--- src/tksel_pkg.sv ---
`default_nettype none
package tksel_pkg;

  // fixed field widths
  localparam int SCORE_W = 32;
  localparam int POS_W   = 10;
  localparam int CFG_W   = 4;
  localparam int IN_W    = 32;
  localparam int OUT_W   = 48;

  // parameter defaults
  localparam int TOPK_MAX_DEF    = 8;
  localparam int MAX_CLASSES_DEF = 1024;

  localparam logic [CFG_W-1:0] KEEP_RESET = 4'd5;

  // one chain entry
  typedef struct packed {
    logic               vld;
    logic [SCORE_W-1:0] score;
    logic [POS_W-1:0]   pos;
  } tksel_entry_t;

  // controls broadcast to every cell
  typedef struct packed {
    logic ins;    // offer the new element to the chain
    logic drain;  // move every entry one cell toward the head
    logic clear;  // drop all entries
  } tksel_ctrl_t;

  typedef enum logic {
    ST_FILL,
    ST_EMIT
  } tksel_state_t;

endpackage
`default_nettype wire

--- src/tksel_cell.sv ---
`default_nettype none
module tksel_cell (
  input  wire                           clk,
  input  wire                           rst,
  input  tksel_pkg::tksel_ctrl_t        ctrl,
  input  wire [tksel_pkg::SCORE_W-1:0]  new_score,
  input  wire [tksel_pkg::POS_W-1:0]    new_pos,
  input  tksel_pkg::tksel_entry_t       prv,
  input  wire                           prv_gt,
  input  tksel_pkg::tksel_entry_t       nxt,
  output tksel_pkg::tksel_entry_t       ent,
  output logic                          gt
);
  import tksel_pkg::*;

  logic               vld;
  logic [SCORE_W-1:0] score;
  logic [POS_W-1:0]   pos;
  logic               shift_in;
  logic               take_new;

  // new element beats this entry; an empty cell is always beaten,
  // equal scores leave the older (lower position) entry in front
  assign gt = !vld || ($signed(new_score) > $signed(score));

  assign shift_in = ctrl.ins && prv_gt;
  assign take_new = ctrl.ins && gt && !prv_gt;

  assign ent = '{vld: vld, score: score, pos: pos};

  // valid bit
  always_ff @(posedge clk) begin
    if (rst) begin
      vld <= 1'b0;
    end else if (ctrl.clear) begin
      vld <= 1'b0;
    end else if (ctrl.drain) begin
      vld <= nxt.vld;
    end else if (shift_in) begin
      vld <= prv.vld;
    end else if (take_new) begin
      vld <= 1'b1;
    end
  end

  // payload
  always_ff @(posedge clk) begin
    if (ctrl.drain) begin
      score <= nxt.score;
      pos   <= nxt.pos;
    end else if (shift_in) begin
      score <= prv.score;
      pos   <= prv.pos;
    end else if (take_new) begin
      score <= new_score;
      pos   <= new_pos;
    end
  end

endmodule
`default_nettype wire

--- src/top_k_select_with_index.sv ---
`default_nettype none
// Channel   Dir  Fields (tdata low bit up)                 tlast
// s_axis    in   score[31:0]                               end_of_vector
// m_axis    out  ranked_score[31:0], class_position[41:32] final_rank
// cfg       in   keep_count[3:0]                           -
//
// One score is taken per cycle while a vector streams in; each cell of
// the insertion chain compares the new score in the same cycle.
// After the marked element, min(kept, k) ranks leave at one per cycle while m_axis_tready
// is high, the chain draining toward the head; input is held off meanwhile.
// Reset clears the chain, counters and sets keep_count to 5.
// Output stalls hold the head entry; no data is lost.
module top_k_select_with_index #(
  parameter int TOPK_MAX    = tksel_pkg::TOPK_MAX_DEF,
  parameter int MAX_CLASSES = tksel_pkg::MAX_CLASSES_DEF
) (
  input  wire                          clk,
  input  wire                          rst,
  input  wire                          s_axis_tvalid,
  output logic                         s_axis_tready,
  input  wire [tksel_pkg::IN_W-1:0]    s_axis_tdata,  // score[31:0]
  input  wire                          s_axis_tlast,
  output logic                         m_axis_tvalid,
  input  wire                          m_axis_tready,
  output logic [tksel_pkg::OUT_W-1:0]  m_axis_tdata,  // ranked_score, class_position
  output logic                         m_axis_tlast,
  input  wire                          cfg_valid,
  output logic                         cfg_ready,
  input  wire [tksel_pkg::CFG_W-1:0]   cfg_data
);
  import tksel_pkg::*;

  localparam int CNT_W = $clog2(MAX_CLASSES + 1);
  localparam int KW    = $clog2(TOPK_MAX + 1);
  localparam logic [CNT_W-1:0] CNT_LIM = CNT_W'(MAX_CLASSES);
  localparam logic [KW-1:0]    KEPT_MAX = KW'(TOPK_MAX);

  tksel_state_t     state, state_next;
  logic [CFG_W-1:0] keep_count;
  logic [CNT_W-1:0] element_counter, element_counter_next;
  logic [KW-1:0]    kept_valid, kept_valid_next;
  logic [KW-1:0]    remaining, remaining_next;
  logic [KW-1:0]    k_eff;
  logic [KW-1:0]    kept_after;
  logic [7:0]       k8;
  logic             in_xfer, out_xfer, in_range;
  tksel_ctrl_t      ctrl;

  tksel_entry_t     ent    [TOPK_MAX];
  tksel_entry_t     prv_e  [TOPK_MAX];
  tksel_entry_t     nxt_e  [TOPK_MAX];
  logic             gt     [TOPK_MAX];
  logic             prv_gt [TOPK_MAX];

  assign cfg_ready = 1'b1;

  // configuration register
  always_ff @(posedge clk) begin
    if (rst) begin
      keep_count <= KEEP_RESET;
    end else if (cfg_valid) begin
      keep_count <= cfg_data;
    end
  end

  // effective k: zero reads as one, clipped at the chain length
  always_comb begin
    k8 = 8'(keep_count);
    if (k8 == 8'd0) begin
      k8 = 8'd1;
    end
    if (k8 > 8'(TOPK_MAX)) begin
      k8 = 8'(TOPK_MAX);
    end
    k_eff = KW'(k8);
  end

  assign in_xfer  = s_axis_tvalid && s_axis_tready;
  assign out_xfer = m_axis_tvalid && m_axis_tready;
  assign in_range = element_counter < CNT_LIM;

  // entry count once the current element is in
  assign kept_after = (in_range && kept_valid < KEPT_MAX) ? kept_valid + 1'b1 : kept_valid;

  // sequencer
  always_comb begin
    state_next           = state;
    element_counter_next = element_counter;
    kept_valid_next      = kept_valid;
    remaining_next       = remaining;
    ctrl                 = '0;
    s_axis_tready        = 1'b0;
    m_axis_tvalid        = 1'b0;
    case (state)
      ST_FILL: begin
        s_axis_tready = 1'b1;
        if (in_xfer) begin
          ctrl.ins        = in_range;
          kept_valid_next = kept_after;
          if (in_range) begin
            element_counter_next = element_counter + 1'b1;
          end
          if (s_axis_tlast) begin
            remaining_next = (kept_after < k_eff) ? kept_after : k_eff;
            state_next     = ST_EMIT;
          end
        end
      end
      ST_EMIT: begin
        m_axis_tvalid = 1'b1;
        if (out_xfer) begin
          ctrl.drain     = 1'b1;
          remaining_next = remaining - 1'b1;
          if (remaining == KW'(1)) begin
            ctrl.clear           = 1'b1;
            element_counter_next = '0;
            kept_valid_next      = '0;
            state_next           = ST_FILL;
          end
        end
      end
      default: begin
        state_next = ST_FILL;
      end
    endcase
  end

  always_ff @(posedge clk) begin
    if (rst) begin
      state           <= ST_FILL;
      element_counter <= '0;
      kept_valid      <= '0;
      remaining       <= '0;
    end else begin
      state           <= state_next;
      element_counter <= element_counter_next;
      kept_valid      <= kept_valid_next;
      remaining       <= remaining_next;
    end
  end

  // head of the chain drives the output
  assign m_axis_tdata = {{(OUT_W - SCORE_W - POS_W){1'b0}}, ent[0].pos, ent[0].score};
  assign m_axis_tlast = (remaining == KW'(1));

  // insertion chain
  for (genvar i = 0; i < TOPK_MAX; i++) begin : g_cell
    if (i == 0) begin : g_head
      assign prv_e[i]  = '0;
      assign prv_gt[i] = 1'b0;
    end else begin : g_mid
      assign prv_e[i]  = ent[i-1];
      assign prv_gt[i] = gt[i-1];
    end
    if (i == TOPK_MAX - 1) begin : g_tail
      assign nxt_e[i] = '0;
    end else begin : g_body
      assign nxt_e[i] = ent[i+1];
    end

    tksel_cell u_cell (
      .clk       (clk),
      .rst       (rst),
      .ctrl      (ctrl),
      .new_score (s_axis_tdata[SCORE_W-1:0]),
      .new_pos   (POS_W'(element_counter)),
      .prv       (prv_e[i]),
      .prv_gt    (prv_gt[i]),
      .nxt       (nxt_e[i]),
      .ent       (ent[i]),
      .gt        (gt[i])
    );
  end

endmodule
`default_nettype wire

--- config.mk ---
export PLATFORM = sky130hd
export DESIGN_NAME = top_k_select_with_index
export DESIGN_NICKNAME = d
export VERILOG_FILES = /design/src/tksel_pkg.sv /design/src/tksel_cell.sv /design/src/top_k_select_with_index.sv
export SDC_FILE = /design/constraint.sdc
export NUM_CORES = 1
export LEC_CHECK = 0
export ABC_AREA = 1
export BUFFER_PORTS_ARGS = -buffer_cell sky130_fd_sc_hd__clkbuf_2
export CAP_MARGIN = 10
export CORE_MARGIN = 1.5
export CORE_UTILIZATION = 30
export CTS_CLUSTER_SIZE = 30
export DETAILED_ROUTE_END_ITERATION = 10
export PLACE_DENSITY_LB_ADDON = 0.1
export REMOVE_ABC_BUFFERS = 1
export SETUP_SLACK_MARGIN = 0.05
export SYNTH_ARGS = -nofsm -noshare
export SYNTH_HDL_FRONTEND = slang
export SYNTH_HIERARCHICAL = 1
export SYNTH_SLANG_ARGS = --single-unit
--- constraint.sdc ---
create_clock -name clk -period 3.7 [get_ports clk]
set_input_delay 0.185 -clock clk [delete_from_list [all_inputs] [get_ports clk]]
set_output_delay 0.185 -clock clk [all_outputs]
set_load 0.1 [all_outputs]
==> reports/qor.csv <==
stage;metric;value;unit
status;result of the run;complete, but fails checks;
status;violations in the final reports;slew limit;
placed_design;number of I/O port buffers;86;
clock_network;cell at the root of the clock tree;clkbuf_16;
logic_synthesis;number of standard cells after synthesis;3287;
worst_setup_path;peak fanout along the critical path;42;
floorplan;Vert. Die Dim;296;um
detailed_routing;detailed router's first-iteration violation count;1585;
detailed_routing;via/cell ratio;4.86;
logic_synthesis;total of warnings raised by yosys;6;
clock_network;post-cts repair resize count;0;
detailed_routing;1st-pass router iterations;5;
placed_design;worst setup timing slack at the placement stage;0.291;ns
global_route;antenna violations before repair;0;
global_route;pin count of the biggest net entering global routing;67;
global_route;global route hottest layer;met2;
worst_setup_path;worst setup path category;reg -> reg;
clock_network;# H-tree levels;2;
final_layout;Layout area overhead;15.5;%
timing;total negative slack for setup checks;0;ns
floorplan;Top Ports;94;
worst_setup_path;CP top delay family;simple AND/OR/NAND/NOR gates;
timing;number of endpoints with negative hold slack in the final report;0;
logic_synthesis;Seq cells post-synth;368;
worst_setup_path;r2r setup slk;0.42;ns
global_route;fraction of met3 tracks used by global routing;2.72;%
worst_setup_path;r2r startpoint;g_cell[0].u_cell/score[31];
logic_synthesis;sequential share of the synthesized area;41.6;%
final_layout;final core utilization;35.0;%
final_layout;most frequent cells in the layout;1017 x nand2_1, 430 x nor2_1, 343 x inv_1, 336 x a31oi_1, 336 x edfxtp_1;
detailed_routing;Routed WL;90000;um
clock_network;number of buffers created by CTS;50;
worst_setup_path;number of cell instances on the worst register-to-register path;15;
power_and_ir_drop;switching power;0.00619;W
clock_network;maximum buffer depth of the clock tree;3;
detailed_routing;DRC viols;0;
global_route;first-pass GRT wire length;136000;um
logic_synthesis;adder-cell area share of the yosys netlist;12.8;%
global_route;number of global-route vias before repair;21617;
global_route;Global Route met1 Usage;29.9;%
power_and_ir_drop;clock network fraction of total power;28.8;%
timing;worst setup margin;0.420;ns
final_layout;final layout net count;3758;
min_path;Hold Path Origin;s_axis_tdata[8];
timing;period utilization;88.6;%
power_and_ir_drop;worst-case vdd ir drop;0.000343;V
clock_network;buffer count from post-CTS setup fixing;0;
timing;final count of pins violating max slew;45;
logic_synthesis;flip-flop cell with the highest count after synthesis;edfxtp_1;
worst_setup_path;Crit path largest cell delay;0.59;ns
logic_synthesis;async set or reset register ratio after synthesis;0;%
worst_setup_path;sort of element at the end of the critical path;flop;
logic_synthesis;number of flops mapped to enable cells by yosys;336;
clock_network;clock-pin slew on the worst setup and hold paths;0.06;ns
timing;Layout Skew;0.0162;ns
timing;final period demand of the worst path;3.28;ns
floorplan;num rows;107;
power_and_ir_drop;register share of total power;40.0;%
min_path;destination of the worst hold path;g_cell[0].u_cell/score[8];
placed_design;detailed-placement wirelength estimate;59700;um
power_and_ir_drop;Switching Fraction;38.5;%
worst_setup_path;required time of the critical path;4.13;ns
clock_network;number of buffers inserted by hold repair at cts;13;
logic_synthesis;average size of a mapped cell;7.84;um2
flow_run;maximum capacitance violations;0;
floorplan;Die Width;296;um
final_layout;leading cell type in the layout, fill and taps excluded;nand2_1;
worst_setup_path;endpoint of the most critical register-to-register path;g_cell[1].u_cell/score[18];
worst_setup_path;ordered list of cells on the worst path;inv_1 > ha_1 > nand2_1 > nor2_2 > nand2_2 > nor4_4 > nand2_1 > nand3_1 > nand3_2 > nand2_2 > nand2_2 > inv_2 > buf_4 > nand2_1 > a31oi_1;
timing;slew at the pin closest to its max-slew limit;2.47;ns
clock_network;TritonCTS clock tree;yes;
floorplan;die area;87700;um2
min_path;kind of path behind the tightest hold check;in -> reg;
power_and_ir_drop;Internal Power;0.00990;W
detailed_routing;count of nets left with antenna violations after detail routing;0;
power_and_ir_drop;leakage component of the power;13.8;nW
power_and_ir_drop;PD cells;541;nW/um2
worst_setup_path;CP bufs+invs;3;
power_and_ir_drop;Comb pwr share;31.2;%
worst_setup_path;Startpoint Class;flop;
logic_synthesis;cell area after synthesis;25800;um2
timing;RSZ-0062 raised after global routing;no;
final_layout;fraction of layout instances using a drive strength above 1;9.31;%
worst_setup_path;master of the slowest instance on the critical path;buf_4;
global_route;GRT Total Usage;20.5;%
min_path;number of stages on the worst hold path;3;
timing;final setup violation count;0;
timing;Peak Freq;305;MHz
floorplan;CORE AREA;85100;um2
timing;Slew HR;-65.3;%
logic_synthesis;parity-gate share of the synthesized area counting xor and xnor cells;0.102;%
logic_synthesis;number of different library cells in the post-synthesis netlist;44;
floorplan;starting density of the core;30.3;%
detailed_routing;Avg WL per Cell;19.4;um
clock_network;source-to-sink clock delay at the later pin of the worst-skew pair;0.60;ns
detailed_routing;count of vias placed by the detailed router;22526;
logic_synthesis;largest family of logic cells by synthesized area;simple AND/OR/NAND/NOR gates;
worst_setup_path;data arrival time of the worst path;3.71;ns
clock_network;clock sink count;368;
placed_design;final RePlAce weighted congestion;0.831;
logic_synthesis;area fraction in compound gates after synthesis;12.5;%
global_route;sum of overflow across all layers after global routing;0;
logic_synthesis;multiplexer share of the synthesized area;0.0437;%
logic_synthesis;basic-gate share of the synthesized area counting and, or, nand and nor cells;24.9;%
global_route;GR Layer Usage met2;32.3;%
[layout make-up]
| class | instances | area, um2 |
|---|---|---|
| fill | 9088 | 55400 |
| multi-input combinational | 2487 | 13400 |
| sequential | 368 | 10700 |
| tap | 1144 | 1430 |
| inverter | 371 | 1400 |
| clock buffer | 62 | 1360 |
| timing repair buffer | 174 | 1300 |
| clock inverter | 29 | 151 |
| antenna | 1 | 2.50 |
[sequential cells by signal (all words and copies together) (netlist names)]
name and count:
g_cell.u_cell/vld 8, element_counter 11, kept_valid 4, keep_count 4
remaining 4, state 1, g_cell.u_cell/pos 80, g_cell.u_cell/score 256
[per-layer routing]
metal | vias to the layer above | wire [um]
met5 | - | 0
met3 | 80 | 4790
met1 | 10675 | 44300
met2 | 499 | 39700
li1 | 11272 | -
met4 | 0 | 1330
[cells by family (layout without fill, tap and decap cells)]
group / after synthesis / after routing
AO/OA/AOI/OAI: 544 / 544
buffers and inverters: 524 / 636
other: 2 / 95
flip-flops: 368 / 368
XOR/XNOR: 3 / 3
multiplexers: 1 / 1
AND/OR/NAND/NOR: 1581 / 1581
adder cells (fa/ha/maj): 264 / 264
[worst max-delay path by stage]
stage                                     startpoint  cells past startpoint  slack (ns)                          to
after floorplan           g_cell[0].u_cell/score[31]                     15       -1.03     g_cell[1].u_cell/pos[0]
after global placement              s_axis_tdata[31]                     15        0.33   g_cell[1].u_cell/score[7]
after detailed placement            s_axis_tdata[31]                     15        0.29     g_cell[1].u_cell/pos[2]
after CTS                 g_cell[0].u_cell/score[31]                     15        0.34     g_cell[1].u_cell/pos[8]
after global routing      g_cell[0].u_cell/score[31]                     15        0.15  g_cell[1].u_cell/score[24]
final                     g_cell[0].u_cell/score[31]                     15        0.42  g_cell[1].u_cell/score[18]
[stage by stage]
stage                     power, W  cell area (um2)  hold WS (ns)  instances
after floorplan            0.00960            25500         0.254       3226
after global placement      0.0115            28100         0.424       4531
after detailed placement    0.0115            28100         0.417       4531
after CTS                   0.0162            29800       0.00650       4635
after global routing        0.0171            29800        0.0330       4635
final                       0.0161            29800        0.0433       4636
[cells in the mapped netlist (2+ instances only)]
cell type | instances | share of area (%)
a21o_1 | 9 | 0.26
a21oi_1 | 140 | 2.7
a31oi_1 | 336 | 8.2
buf_1 | 32 | 0.47
buf_2 | 8 | 0.16
buf_4 | 15 | 0.44
clkbuf_1 | 98 | 1.4
clkinv_2 | 2 | 0.039
conb_1 | 2 | 0.029
dfxtp_1 | 32 | 2.5
edfxtp_1 | 336 | 39
ha_1 | 264 | 13
inv_1 | 351 | 5.1
inv_2 | 16 | 0.23
nand2_1 | 1032 | 15
nand2_2 | 18 | 0.44
nand2_4 | 2 | 0.087
nand3_1 | 31 | 0.60
nand3_2 | 9 | 0.35
nand4_1 | 18 | 0.44
nor2_1 | 430 | 6.3
nor2_2 | 10 | 0.24
nor3_1 | 7 | 0.14
nor3_2 | 3 | 0.12
nor4_4 | 8 | 0.66
o21a_1 | 16 | 0.47
o21ai_0 | 36 | 0.70
o21bai_1 | 2 | 0.058
or3b_1 | 8 | 0.27
xor2_1 | 2 | 0.068
[tightest hold or removal path, delay by kind of cell]
kind | cells | cell delay [ns]
compound gates | 1 | 0.07
buf+inv | 1 | 0.13
simple gates | 1 | 0.08
[power by group through the flow]
stage | clock network, W | logic (W) | registers [W]
floorplan | 0 | 0.00287 | 0.00673
CTS | 0.00476 | 0.00503 | 0.00645
global route | 0.00491 | 0.00564 | 0.00656
finish | 0.00463 | 0.00502 | 0.00644
detailed placement | 0 | 0.00499 | 0.00652
global placement | 0 | 0.00498 | 0.00654
Power figures use the tool's default switching activity.
